**src/hw/rtl/stsm_pkg.sv**
```systemverilog
// Package for the segment tree block: widths, command codes and the node type.
// Used by every module of the block; depends on nothing.
package stsm_pkg;
  localparam int NUM_ELEMENTS_DEF = 1024;
  localparam int SUM_W = 42;
  localparam int VAL_W = 32;
  localparam int IDX_W = 10;
  localparam int CMD_W = 2;

  localparam logic [CMD_W-1:0] CMD_ASSIGN = 2'd0;
  localparam logic [CMD_W-1:0] CMD_QUERY  = 2'd1;
  localparam logic [CMD_W-1:0] CMD_MODULO = 2'd2;

  typedef struct packed {
    logic [SUM_W-1:0] sum;
    logic [VAL_W-1:0] maxv;
  } node_t;
endpackage

```
**src/hw/rtl/stsm_div.sv**
```systemverilog
// Restoring divider that yields the remainder, one quotient bit per cycle.
// Depends on stsm_pkg for the value width.
module stsm_div (
  input  logic                      clk,
  input  logic                      rst_n,
  input  logic                      go,
  input  logic [stsm_pkg::VAL_W-1:0] dividend,
  input  logic [stsm_pkg::VAL_W-1:0] divisor,
  output logic                      done,
  output logic [stsm_pkg::VAL_W-1:0] remainder
);
  import stsm_pkg::*;

  localparam int CW = $clog2(VAL_W + 1);

  logic [VAL_W:0]   rem_r, rem_nxt;
  logic [VAL_W-1:0] quo_r, quo_nxt;
  logic [VAL_W-1:0] dvs_r;
  logic [CW-1:0]    cnt_r, cnt_nxt;
  logic             run_r, run_nxt;
  logic             done_r, done_nxt;
  logic [VAL_W:0]   trial;

  always_comb begin
    rem_nxt  = rem_r;
    quo_nxt  = quo_r;
    cnt_nxt  = cnt_r;
    run_nxt  = run_r;
    done_nxt = 1'b0;
    trial    = {rem_r[VAL_W-1:0], quo_r[VAL_W-1]};
    if (go) begin
      rem_nxt = '0;
      quo_nxt = dividend;
      cnt_nxt = '0;
      run_nxt = 1'b1;
    end else if (run_r) begin
      quo_nxt = {quo_r[VAL_W-2:0], 1'b0};
      if (trial >= {1'b0, dvs_r}) begin
        rem_nxt = trial - {1'b0, dvs_r};
      end else begin
        rem_nxt = trial;
      end
      cnt_nxt = cnt_r + 1'b1;
      if (cnt_r == CW'(VAL_W - 1)) begin
        run_nxt  = 1'b0;
        done_nxt = 1'b1;
      end
    end
  end

  always_ff @(posedge clk) begin
    if (!rst_n) begin
      run_r  <= 1'b0;
      done_r <= 1'b0;
      cnt_r  <= '0;
    end else begin
      run_r  <= run_nxt;
      done_r <= done_nxt;
      cnt_r  <= cnt_nxt;
    end
    rem_r <= rem_nxt;
    quo_r <= quo_nxt;
    if (go) begin
      dvs_r <= divisor;
    end
  end

  assign done      = done_r;
  assign remainder = rem_r[VAL_W-1:0];
endmodule

```
**config.mk**
```make
export PLATFORM = sky130hd
export DESIGN_NAME = stsm_div
export DESIGN_NICKNAME = d
export VERILOG_FILES = /design/src/hw/rtl/stsm_pkg.sv /design/src/hw/rtl/stsm_div.sv
export SDC_FILE = /design/constraint.sdc
export NUM_CORES = 1
export LEC_CHECK = 0
export BUFFER_PORTS_ARGS = -buffer_cell sky130_fd_sc_hd__buf_4
export CAP_MARGIN = 10
export CORE_MARGIN = 2
export CORE_UTILIZATION = 25
export CTS_CLUSTER_SIZE = 24
export DETAILED_ROUTE_END_ITERATION = 8
export HOLD_SLACK_MARGIN = 0.06
export PLACE_DENSITY_LB_ADDON = 0.12
export SETUP_SLACK_MARGIN = 0.15
export SLEW_MARGIN = 5
export SYNTH_ARGS = -nofsm -noshare
export SYNTH_HDL_FRONTEND = slang
export SYNTH_SLANG_ARGS = --single-unit
```
**constraint.sdc**
```tcl
create_clock -name clk -period 3.7 [get_ports clk]
set_clock_uncertainty 0.05 [all_clocks]
set_input_delay 0.74 -clock clk [delete_from_list [all_inputs] [get_ports clk]]
set_output_delay 0.74 -clock clk [all_outputs]
set_load 0.05 [all_outputs]
```
# [Word level (Yosys, flattened, before mapping)]
# Index checks and enable logic that the tools add are counted.
# W data, S select, Z words.
[word_totals] register_bits=104 wordCells=22
[op_classes] n_addsub=2 magnitude_cmp=1 n_eq_ne=1 muxes=7 bitwise_logic=2 reduce_logical=3
[op_table] operator="$mux W32" count=3
[op_table] operator="$ge A33 B32 Y1" count=1
[op_table] operator="$sub A32 B32 Y32" count=1
[op_table] operator="$add A6 B1 Y6 const B" count=1
[op_table] operator="$eq A6 B5 Y1 const B" count=1
[op_table] operator="$mux W1" count=4
[op_table] operator="$reduce_or A3 Y1" count=1
[op_table] operator="$not A1 Y1" count=2
[op_table] operator="$reduce_bool A2 Y1" count=1
[op_table] operator="$reduce_or A2 Y1" count=1

# [Logic depth before layout (Yosys ltp)]
[depth] word_depth=4 depth_mapped=13

# [Worst setup path after synthesis]
# Ideal clock, no wire load.
[synth_path] kind="register to register" from="register rem_r[3]" to="register rem_r[12]" setup_ps=91 t_arrival_ps=2926 required_ps=3559 path_slack_ps=633 stages_incl_launch_ff=12 path_buffers=2 synth_period_minus_slack_ps=3067 cell_sequence="dfxtp_1 > ha_1 > a21o_1 > a211oi_1 > a211o_1 > a21boi_0 > o21ai_2 > and2_4 > buf_6 > clkbuf_1 > nand2_1 > a311oi_1"
[synth_between] elab_chain_len=2 elab_cells_between_ends=3 classes_between="1 x add/sub; 1 x order compare; 1 x mux"
[synth_rtl] item="start: declaration" line="stsm_div.sv:16" source="logic [VAL_W:0] rem_r, rem_nxt;"
[synth_rtl] item="start signal: assignment" line="stsm_div.sv:61" source="rem_r <= rem_nxt;"
[synth_rtl] item="$sub A32 B32 Y32 or $ge A33 B32 Y1 (tied branches)" line="stsm_div.sv:39, stsm_div.sv:38"
[synth_rtl] item="$mux W32 (*)" line="stsm_div.sv:38" source="if (trial >= {1'b0, dvs_r}) begin"
# Mark *: on every way between the ends. The rest lies on a longest branch, timed or not.
# A chain may end at the register's enable or synchronous reset.

# [Worst setup path in the final report]
[layout_path] from="register quo_r[31]" to="register rem_r[28]"
[layout_between] elab_chain_len=2 elab_cells_between_ends=3 classes_between="1 x add/sub; 1 x order compare; 1 x mux"
[layout_rtl] item="start: declaration" line="stsm_div.sv:17" source="logic [VAL_W-1:0] quo_r, quo_nxt;"
[layout_rtl] item="start signal: assignment" line="stsm_div.sv:62" source="quo_r <= quo_nxt;"
[layout_rtl] item="$sub A32 B32 Y32 or $ge A33 B32 Y1 (tied branches)" line="stsm_div.sv:39, stsm_div.sv:38"
[layout_rtl] item="$mux W32 (*)" line="stsm_div.sv:38"
# Marks and branches as above.

==> results.cfg <==
[outcome]
status = finished, final reports clean

[placement]
port_buffers = 99
routabilityCongestion = 0.769
dp_cells = 1000
post-place-ws_ns = 0.438
hpwl_um = 11300

[synth]
ys_types = 53
synthArstFlopShare_pct = 0
synth.area.top_cells = edfxtp_1, dfxtp_1, ha_1, mux2_2, nand2_1
synthFlopType = edfxtp_1
synth_cells = 600
synth_most_common_cell = nand2_1
synth_edf_count = 64
yosysWarnings = 0
synth-seq-cells = 104
synth_area_per_cell_um2 = 9.80
synthTopCellsByCount = nand2_1, edfxtp_1, nor2_1
yosysTopAreaCell = edfxtp_1
syn_nets = 701
synth_area_um2 = 5880
yosysSeqAreaShare_pct = 46.3
netlist.area_leader.share_pct = 32.7

[power]
pwr_density_cell_nw_per_um2 = 456
peakVddDrop_mv = 0.229
p_total_uw = 3320
leakagePower_uw = 0.00291

[floorplan]
die_y_um = 157
core.rowCount = 56
design.core.area_um2 = 23300
dieArea_um2 = 24800
io_pins = 100
die_w_um = 157
initial_core_util_pct = 25.3

[sta]
final.min_clock_period_ns = 3.30
layout_setup_ws_ns = 0.398
rsz0062_at_grt = false
finalHoldViolations = 0
tightest_slew_ns = 0.772
slew_headroom_pct = 48.5
setup_violations = 0
tns_ns = 0
slew_violations = 0
min_period_over_period_pct = 89.3
fmax_mhz = 303

[flow_run]
cap_violations = 0

[clock_tree]
clock-sinks = 104
cts_tree = built
clock_path_buffers = 2
cts_resized = 0
clock_latency_ns = 0.37
clkTransAtPathRegs_ns = 0.08
hold_buffers = 0
root_buffer = clkbuf_16
cts_setup_buffers = 0
cts_htree_levels = 3
numCtsBuffers = 9

[setup_path]
worst_path_max_delay_cell = o31ai_1
required_ns = 3.92
crit_top_cell = inv_1
cp-end-kind = flip-flop
crit_chain = inv_1, ha_1, inv_1, fa_1, a21o_1, a311o_1, a21oi_1, nor3_1, o31ai_1, mux2i_1, o21ai_0, a311oi_1
startpoint_type = flip-flop
criticalPathCategory = reg -> reg
worstPathArrival_ns = 3.52
critPathMaxFanout = 3
slowest_delay_ns = 0.53

[route]
wl_per_cell_um = 15.5
viasPerCell = 4.68
vias = 4759
initialDrtViolationCount = 252
drt.antenna.violating_nets = 0
drc = 0
dr.pass1.iters = 4
wirelength_um = 15700

[layout]
drive_above_1_share_pct = 23.2
instances_no_fill = 1016
area_growth_pct = 23.9
antenna_cells = 0
final_nets = 793

[min_path]
hp-class = reg -> reg

[grt]
grt_pass1_wl_um = 24800
grt_max_degree = 58
grt_pass1_vias = 4712
antenna_found_initial = 0
gr-total-overflow = 0
grt_usage_pct = 13.0
==> kinds of logic (layout without fill, tap and decap cells) <==
| kind of cell | after synthesis | after routing | share of synthesized area [%] |
|---|---|---|---|
| fa+ha+maj | 34 | 34 | 7.36 |
| compound gates | 151 | 151 | 17.5 |
| xor+xnor | 21 | 21 | 3.13 |
| flops | 104 | 104 | 46.3 |
| simple gates | 181 | 181 | 14.1 |
| buf+inv | 74 | 171 | 4.96 |
| mux | 35 | 35 | 6.62 |
==> through the flow <==
step,area [µm²],util [%],hold WS (ns)
final,7280,31.3,0.428
after global routing,7280,31.3,0.458
after CTS,7280,31.3,0.427
after detailed placement,6970,30.0,0.415
after global placement,6970,30.0,0.402
after floorplan,5880,-,0.374
==> worst paths after layout <==
kind | startpoint | endpoint | slack (ns) | cells past startpoint
max | quo_r[31] | rem_r[28] | 0.40 | 12
max reg2reg | quo_r[31] | rem_r[28] | 0.40 | 12
min | cnt_r[5] | done | 0.43 | 1
min reg2reg | cnt_r[5] | done | 0.43 | 1
==> sequential cells by signal, summed over array words and instances, names as in the netlist <==
name and cells:
done 1, quo_r 32, run_r 1, dvs_r 32, cnt_r 6, rem_r 32
==> area by class of cell <==
cell class | instances | area [µm²]
Clock buffer | 9 | 225
Clock inverter | 7 | 86.3
Fill cell | 2491 | 16000
Inverter | 48 | 180
Multi-Input combinational cell | 422 | 2870
Sequential cell | 104 | 2720
Tap cell | 319 | 399
Timing Repair Buffer | 107 | 803
==> worst max-delay path, delay by kind of cell (launching register included) <==
family | cells | cell delay, ns
multiplexers | 1 | 0.23
flip-flops | 1 | 0.40
AND/OR/NAND/NOR | 1 | 0.09
AO/OA/AOI/OAI | 6 | 1.75
buffers and inverters | 2 | 0.12
adder cells (fa/ha/maj) | 2 | 0.56
==> placed cells by master (no fill, tap or decap), drive strengths merged, types with 11 or more instances in the layout <==
cell,netlist,layout
buf,6,107
nand2,70,70
edfxtp,64,64
inv,48,50
nor2,49,49
a21oi,40,40
dfxtp,40,40
ha,33,33
mux2,31,31
a311oi,26,26
o21ai,23,23
xnor2,14,14
nand3,13,13
nand4,13,13
or3,11,11
==> layer usage <==
metal | routed length (µm) | share of wire, % | track usage [%] | vias to the layer above
met1 | 7720 | 49 | 17.7 | 2258
li1 | - | - | - | 2390
met5 | 0 | 0 | 0 | -
met2 | 7180 | 46 | 20.6 | 96
met3 | 607 | 3.9 | 2.56 | 15
met4 | 207 | 1.3 | 3.98 | 0
==> power breakdown <==
part           leakage, µW  total (µW)  internal, µW  switching (µW)
combinational      0.00180         913           360             553
clock             0.000144         996           484             512
sequential        0.000965        1410          1340            69.5
total              0.00291        3320          2190            1130
Note: power is estimated with default switching activity, not from simulation.
